===== config.mk =====
export PLATFORM = sky130hd
export DESIGN_NAME = dot_stuffed_text_decoder_unit
export DESIGN_NICKNAME = d
export VERILOG_FILES = /design/src/rtl/dsd_pkg.sv /design/src/rtl/dot_stuffed_text_decoder_unit.sv /design/src/rtl/dsd_parser.sv /design/src/rtl/dsd_out_buf.sv
export SDC_FILE = /design/constraint.sdc
export NUM_CORES = 1
export LEC_CHECK = 0
export BUFFER_PORTS_ARGS = -buffer_cell sky130_fd_sc_hd__buf_2
export CAP_MARGIN = 40
export CORE_MARGIN = 1.5
export CORE_UTILIZATION = 52
export DETAILED_ROUTE_END_ITERATION = 6
export HOLD_SLACK_MARGIN = 0.12
export PLACE_DENSITY_LB_ADDON = 0.12
export SLEW_MARGIN = 40
export SYNTH_ARGS = -nofsm -noshare
export SYNTH_HDL_FRONTEND = slang
export SYNTH_SLANG_ARGS = --single-unit

===== constraint.sdc =====
create_clock -name clk_i -period 2.3 [get_ports clk_i]
set_input_delay 0.23 -clock clk_i [delete_from_list [all_inputs] [get_ports clk_i]]
set_output_delay 0.23 -clock clk_i [all_outputs]
set_load 0.02 [all_outputs]

===== src/rtl/dsd_pkg.sv =====
// Shared types and character codes for the dot-stuffed text decoder.
// No dependencies.
package dsd_pkg;

  localparam logic [7:0] CH_DOT = 8'h2E;
  localparam logic [7:0] CH_CR  = 8'h0D;
  localparam logic [7:0] CH_LF  = 8'h0A;

  // group of decoded bytes produced by one input byte
  typedef struct packed {
    logic [1:0]       cnt;
    logic [2:0][7:0]  bytes;   // bytes[0] goes out first
    logic             end_seen;
    logic             warn;
    logic             aborted;
  } grp_t;

endpackage


===== src/rtl/dot_stuffed_text_decoder_unit.sv =====
// Top level of the dot-stuffed text decoder: input register, parser and
// result register. Depends on dsd_pkg, dsd_parser and dsd_out_buf.

// Decodes a dot-stuffed, CRLF text body one byte per transfer. Each input
// byte yields zero to three output bytes; a byte that yields at most one
// output sustains one byte per cycle while out_ready_i is high, passing the
// input register and then the result register. Bytes that expand to two
// or three outputs hold the input until the result register has sent all
// but their last byte. last_in_run_o marks each group's final byte. The
// user must write strict_mode via cfg_we_i only while idle; not enforced.
module dot_stuffed_text_decoder_unit (
  input  logic       clk_i,
  input  logic       rst_ni,
  input  logic       cfg_we_i,
  input  logic       cfg_strict_mode_i,
  input  logic       data_valid_i,
  output logic       data_ready_o,
  input  logic [7:0] data_byte_i,
  output logic       out_valid_o,
  input  logic       out_ready_i,
  output logic [7:0] out_byte_o,
  output logic       last_in_run_o,
  output logic       end_seen_o,
  output logic       format_warning_o,
  output logic       aborted_o
);

  logic          in_vld_q;
  logic [7:0]    in_byte_q;
  logic          can_load;
  logic          advance;
  dsd_pkg::grp_t grp;

  assign advance      = in_vld_q && can_load;
  assign data_ready_o = !in_vld_q || advance;

  always_ff @(posedge clk_i or negedge rst_ni) begin
    if (!rst_ni) begin
      in_vld_q <= 1'b0;
    end else if (data_ready_o) begin
      in_vld_q <= data_valid_i;
    end
  end

  always_ff @(posedge clk_i) begin
    if (data_ready_o && data_valid_i) begin
      in_byte_q <= data_byte_i;
    end
  end

  dsd_parser u_parser (
    .clk_i             (clk_i),
    .rst_ni            (rst_ni),
    .cfg_we_i          (cfg_we_i),
    .cfg_strict_mode_i (cfg_strict_mode_i),
    .step_i            (advance),
    .byte_i            (in_byte_q),
    .grp_o             (grp)
  );

  dsd_out_buf u_out_buf (
    .clk_i            (clk_i),
    .rst_ni           (rst_ni),
    .load_i           (advance),
    .grp_i            (grp),
    .can_load_o       (can_load),
    .out_valid_o      (out_valid_o),
    .out_ready_i      (out_ready_i),
    .out_byte_o       (out_byte_o),
    .last_in_run_o    (last_in_run_o),
    .end_seen_o       (end_seen_o),
    .format_warning_o (format_warning_o),
    .aborted_o        (aborted_o)
  );

endmodule


===== src/rtl/dsd_parser.sv =====
// Line parser: state, sticky warning and mode register, plus the
// per-byte decode into a group of up to three output bytes. Uses dsd_pkg.
module dsd_parser (
  input  logic          clk_i,
  input  logic          rst_ni,
  input  logic          cfg_we_i,
  input  logic          cfg_strict_mode_i,
  input  logic          step_i,
  input  logic [7:0]    byte_i,
  output dsd_pkg::grp_t grp_o
);

  localparam logic [2:0] StBol    = 3'd0;
  localparam logic [2:0] StBegDot = 3'd1;
  localparam logic [2:0] StMid    = 3'd2;
  localparam logic [2:0] StDotCr  = 3'd3;
  localparam logic [2:0] StCr     = 3'd4;
  localparam logic [2:0] StEnd    = 3'd5;
  localparam logic [2:0] StAbort  = 3'd6;

  logic [2:0] state_q, state_d;
  logic       warn_q, warn_d;
  logic       strict_q;

  // line-start handling of one byte
  logic [2:0] ls_state;
  logic       ls_has;
  logic       ls_warn;

  always_comb begin
    ls_has  = 1'b0;
    ls_warn = 1'b0;
    if (byte_i == dsd_pkg::CH_DOT) begin
      ls_state = StBegDot;
    end else if (byte_i == dsd_pkg::CH_CR) begin
      ls_state = StCr;
    end else if (byte_i == dsd_pkg::CH_LF) begin
      ls_state = StBol;
      ls_has   = 1'b1;
      ls_warn  = 1'b1;
    end else begin
      ls_state = StMid;
      ls_has   = 1'b1;
    end
  end

  logic [1:0]      cnt;
  logic [2:0][7:0] bytes;

  always_comb begin
    state_d = state_q;
    warn_d  = warn_q;
    cnt     = 2'd0;
    bytes   = '0;
    case (state_q)
      StBegDot: begin
        if (byte_i == dsd_pkg::CH_DOT) begin
          cnt      = 2'd1;
          bytes[0] = dsd_pkg::CH_DOT;
          state_d  = StMid;
        end else if (byte_i == dsd_pkg::CH_CR) begin
          state_d = StDotCr;
        end else if (byte_i == dsd_pkg::CH_LF) begin
          warn_d  = 1'b1;
          state_d = StEnd;
        end else begin
          warn_d   = 1'b1;
          cnt      = 2'd2;
          bytes[0] = dsd_pkg::CH_DOT;
          bytes[1] = byte_i;
          state_d  = StMid;
        end
      end
      StMid: begin
        if (byte_i == dsd_pkg::CH_CR) begin
          state_d = StCr;
        end else if (byte_i == dsd_pkg::CH_LF) begin
          warn_d   = 1'b1;
          cnt      = 2'd1;
          bytes[0] = dsd_pkg::CH_LF;
          state_d  = StBol;
        end else begin
          cnt      = 2'd1;
          bytes[0] = byte_i;
        end
      end
      StDotCr, StEnd: begin
        if (state_q == StDotCr && byte_i == dsd_pkg::CH_LF) begin
          state_d = StEnd;
        end else if (strict_q) begin
          // strict: bad dot-CR aborts; text after terminator is dropped
          if (state_q == StDotCr) begin
            state_d = StAbort;
          end else begin
            warn_d = 1'b1;
          end
        end else begin
          // write the terminator back out as a text line
          warn_d   = 1'b1;
          cnt      = ls_has ? 2'd3 : 2'd2;
          bytes[0] = dsd_pkg::CH_DOT;
          bytes[1] = dsd_pkg::CH_LF;
          bytes[2] = byte_i;
          state_d  = ls_state;
        end
      end
      StCr: begin
        if (byte_i == dsd_pkg::CH_LF) begin
          cnt      = 2'd1;
          bytes[0] = dsd_pkg::CH_LF;
          state_d  = StBol;
        end else if (strict_q) begin
          state_d = StAbort;
        end else begin
          warn_d   = 1'b1;
          cnt      = ls_has ? 2'd2 : 2'd1;
          bytes[0] = dsd_pkg::CH_LF;
          bytes[1] = byte_i;
          state_d  = ls_state;
        end
      end
      StAbort: begin
        state_d = StAbort;
      end
      default: begin
        cnt      = {1'b0, ls_has};
        bytes[0] = byte_i;
        state_d  = ls_state;
        warn_d   = warn_q | ls_warn;
      end
    endcase
  end

  assign grp_o.cnt      = cnt;
  assign grp_o.bytes    = bytes;
  assign grp_o.end_seen = (state_d == StEnd);
  assign grp_o.warn     = warn_d;
  assign grp_o.aborted  = (state_d == StAbort);

  always_ff @(posedge clk_i or negedge rst_ni) begin
    if (!rst_ni) begin
      state_q  <= StBol;
      warn_q   <= 1'b0;
      strict_q <= 1'b0;
    end else begin
      if (step_i) begin
        state_q <= state_d;
        warn_q  <= warn_d;
      end
      if (cfg_we_i) begin
        strict_q <= cfg_strict_mode_i;
      end
    end
  end

endmodule


===== src/rtl/dsd_out_buf.sv =====
// Result register: holds one decoded group and sends it one byte per
// transfer, shifting the remaining bytes down. Uses dsd_pkg.
module dsd_out_buf (
  input  logic          clk_i,
  input  logic          rst_ni,
  input  logic          load_i,
  input  dsd_pkg::grp_t grp_i,
  output logic          can_load_o,
  output logic          out_valid_o,
  input  logic          out_ready_i,
  output logic [7:0]    out_byte_o,
  output logic          last_in_run_o,
  output logic          end_seen_o,
  output logic          format_warning_o,
  output logic          aborted_o
);

  logic [1:0]      cnt_q;
  logic [2:0][7:0] bytes_q;
  logic            end_q, warn_q, abort_q;
  logic            pop;

  assign out_valid_o = (cnt_q != 2'd0);
  assign pop         = out_valid_o && out_ready_i;
  // free now, or the last byte leaves this cycle
  assign can_load_o  = (cnt_q == 2'd0) || (cnt_q == 2'd1 && out_ready_i);

  always_ff @(posedge clk_i or negedge rst_ni) begin
    if (!rst_ni) begin
      cnt_q <= 2'd0;
    end else if (load_i) begin
      cnt_q <= grp_i.cnt;
    end else if (pop) begin
      cnt_q <= cnt_q - 2'd1;
    end
  end

  always_ff @(posedge clk_i) begin
    if (load_i) begin
      bytes_q <= grp_i.bytes;
      end_q   <= grp_i.end_seen;
      warn_q  <= grp_i.warn;
      abort_q <= grp_i.aborted;
    end else if (pop) begin
      bytes_q[0] <= bytes_q[1];
      bytes_q[1] <= bytes_q[2];
    end
  end

  assign out_byte_o       = bytes_q[0];
  assign last_in_run_o    = (cnt_q == 2'd1);
  assign end_seen_o       = end_q;
  assign format_warning_o = warn_q;
  assign aborted_o        = abort_q;

endmodule


==> impl_summary.log <==
INFO  metric status = complete, no violations
INFO  metric critical_path.endpoint_type = register
INFO  metric arrival = 2.37 ns
INFO  metric grt_remaining_overflow = 0
INFO  metric floorplan.core_area = 4350 µm²
INFO  metric power.switching = 0.00115 W
INFO  metric synth_largest_type_area_fraction = 44.9%
INFO  metric clk_latency = 0.30 ns
INFO  metric grt_antenna_before_repair = 0
INFO  metric finalWorstSetupSlack = 0.0712 ns
INFO  metric timing.max_cap.violations = 0
INFO  metric cell_internal_pwr = 0.00190 W
INFO  metric post_synth.cell_area_avg = 10.6 µm²
INFO  metric hp-class = input pin to register
INFO  metric vias = 1,864
INFO  metric final_hold_viol_count = 0
INFO  metric antenna-diode-count = 0
INFO  metric clockPowerShare = 15.7%
INFO  metric initial_cell_density_of_the_core = 53.7%
INFO  metric placement_rows = 24
INFO  metric cts.root.buffer_cell = clkbuf_8
INFO  metric clk_pin_slew = 0.09 ns
INFO  metric yosys.area.top_type = edfxtp_1
INFO  metric cts_setup_buffers = 0
INFO  metric slew_viol_final = 0
INFO  metric htree_num_levels = 2
INFO  metric gp_routability_congestion = 0.899
INFO  metric power.density_cell_area = 1110 nW/µm²
INFO  metric cts-root-to-sink-buffers = 2
INFO  metric first_pass_iters = 4
INFO  metric skew = 0.0116 ns
INFO  metric timing.fmax = 449 MHz
INFO  metric synth_edf_count = 35
INFO  metric syn-cell-area = 2340 µm²
INFO  metric numClockSinks = 43
INFO  metric wl_per_cell = 16.0 µm
INFO  metric share_of_power_burned_in_combinational_logic = 40.8%
INFO  metric power.leakage = 1.06 nW
INFO  metric vias_in_the_first_global_route = 1,782
INFO  metric tightest_slew = 0.634 ns
INFO  metric synth_ff_type = edfxtp_1
INFO  metric worst_voltage_drop_across_the_vdd_grid = 0.469 mV
INFO  metric timing.critical_path.from_type = register
INFO  metric final-setup-viol-count = 0
INFO  metric first_iter_violations = 127
INFO  metric critical_path_peak_fanout = 7
INFO  metric post-route-period-util = 96.9%
INFO  metric drt-total-wl = 5010 µm
INFO  metric layout-drive-gt1-share = 22.5%
INFO  metric synth_cell_type_count = 52
INFO  metric postSynth.asyncResetShare = 18.6%
INFO  metric chipHeight = 70.1 µm
INFO  metric netlist_top_cells_area = edfxtp_1 45%, dfrtp_1 8.6%, nand2_1 3.9%
INFO  metric grt_pass1_wl = 8520 µm
INFO  metric drcViolationCount = 0
INFO  metric yosys_register_bits = 43
INFO  metric yosysWarnings = 0
INFO  metric nets = 277
INFO  metric post-route-util = 63.2%
INFO  metric cts_inserted_buffers = 5
INFO  metric grt_start_max_net_pins = 22
INFO  metric power_frac_seq = 43.5%
INFO  metric sw_frac_of_total = 37.7%
INFO  metric cts_tree = done
INFO  metric worst_slew_margin_rel = 57.8%
INFO  metric post-layout-total-power = 0.00304 W
INFO  metric post_drt_via_cell_ratio = 5.94
INFO  metric ant_nets = 0
INFO  metric data_required_time_of_the_worst_path = 2.44 ns
INFO  metric gr-usage-all-layers = 22.0%
INFO  metric floorplan.die_area = 4910 µm²
INFO  metric post_synthesis_instance_total = 221
INFO  metric post-place-ws = 0.0285 ns
INFO  metric critical_path_start_end_classification = register to register
INFO  metric grt_setup_unrepaired = no
INFO  metric die_x = 70.1 µm
INFO  metric timing.final.crit_period = 2.23 ns
INFO  metric detailedPlacementHpwl = 3710 µm
INFO  metric floorplan.io_pins = 28
INFO  metric area_growth = 17.6%
INFO  metric syn_nets = 237
INFO  metric fin_setup_tns = 0 ns
INFO  metric synth.yosys.seq_area_share = 53.5%
INFO  metric port-buffer-count = 27
==> synthesized netlist by cell type (3+ instances only) <==
cell	n
edfxtp_1	35
dfrtp_1	8
nor2_1	13
a22oi_1	3
nand3_1	5
nor3b_1	3
a22o_1	5
o31ai_1	3
and2_1	11
a31oi_1	6
nor2b_1	3
a21oi_1	8
nand2_1	24
nand2b_1	5
clkbuf_1	9
nor3_1	3
a32o_1	4
inv_1	5
a211oi_1	4
o21ai_0	16
buf_4	8
==> metrics by stage <==
stage | hold WS, ns | cell area [µm²] | std cells
after detailed placement | 0.0912 | 2560 | 296
after global placement | 0.0805 | 2560 | 296
after floorplan | -0.0656 | 2340 | 221
after CTS | 0.122 | 2740 | 314
after global routing | 0.146 | 2750 | 314
final | 0.118 | 2750 | 314
==> critical path, stage by stage (launching register included) <==
cell,delay (ns)
edfxtp_1,0.39
or4b_4,0.61
or3_4,0.43
a22o_1,0.19
a32o_1,0.24
a211oi_2,0.20
==> cells by family after synthesis <==
kind of cell,count (synthesis),share of synthesized area [%]
simple gates,78,17.7
compound gates,69,21.1
flops,43,53.5
buf+inv,27,5.72
mux,2,0.962
fa+ha+maj,2,1.07
==> final cells by class <==
cell class	instances	area [µm²]
well taps	52	65.1
flip-flops and latches	43	1250
clock buffers	6	72.6
repair buffers	54	363
clock inverters	2	12.5
inverters	6	22.5
fillers	354	1600
multi-input cells	151	965
==> metal layers <==
layer	part of all wire (%)	vias up	GRT usage (%)	wire length [µm]
met4	1.1	0	5.77	55
met2	46	90	34.3	2310
met3	7.9	7	5.34	398
met1	45	859	31.0	2250
li1	-	908	-	-
met5	0	-	0	0
==> registers in the layout, indices dropped and copies added, names as in the netlist, 2 cells and up <==
signal,count
u_parser.state_q,3
in_byte_q,8
u_out_buf.out_byte_o,8
u_out_buf.bytes_q,16
u_out_buf.cnt_q,2
==> repair_timing <==
item | 4_1_cts | 5_1_grt
endpoints found under the hold margin | 17 | 0
hold buffers | 10 | 0
endpoints found under the setup margin | 0 | 14
resized for setup | 0 | 2
==> worst paths after layout <==
| kind | depth (start not counted) | endpoint | from | slack (ns) |
|---|---|---|---|---|
| worst max-delay path | 5 | u_out_buf.end_seen_o | in_byte_q[4] | 0.07 |
| worst min-delay path | 3 | u_parser.strict_q | cfg_strict_mode_i | 0.12 |
| worst max register to register | 5 | u_out_buf.end_seen_o | in_byte_q[4] | 0.07 |
| worst min register to register | 2 | u_out_buf.out_byte_o[0] | u_out_buf.bytes_q[8] | 0.54 |
| max in group asynchronous | 2 | u_out_buf.cnt_q[0] | rst_ni | 1.82 |
| min in group asynchronous | 2 | u_parser.strict_q | rst_ni | 0.29 |
==> layout by cell type, fill, tap and decap left out, drive strengths merged, types with 2 or more instances in the layout <==
cell type,Yosys,final
nor3,4,4
inv,5,5
nor2b,3,3
a22o,5,5
a221o,2,2
nor4b,2,2
clkbuf,9,6
dfrtp,8,8
nand2,24,24
nand3,5,5
o2bb2ai,2,2
ha,2,2
buf,12,44
a21boi,2,2
and2,11,11
a22oi,3,3
edfxtp,35,35
a32o,4,4
or3,2,2
nor2,13,13
dlygate4sd3,0,10
clkinv,1,2
a31oi,6,6
nor3b,3,3
o21ai,16,16
a211oi,5,5
o31ai,3,3
mux2,2,2
a21oi,8,8
nand2b,5,5
nand3b,2,2
==> power by group through the flow <==
| stage | combinational (W) | clock (W) | sequential, W |
|---|---|---|---|
| after floorplan | 0.000920 | 0 | 0.00134 |
| after global placement | 0.00119 | 0 | 0.00133 |
| after detailed placement | 0.00122 | 0 | 0.00134 |
| after CTS | 0.00124 | 0.000479 | 0.00132 |
| after global routing | 0.00137 | 0.000514 | 0.00135 |
| final | 0.00124 | 0.000478 | 0.00132 |
(Power assumes the default switching activity.)
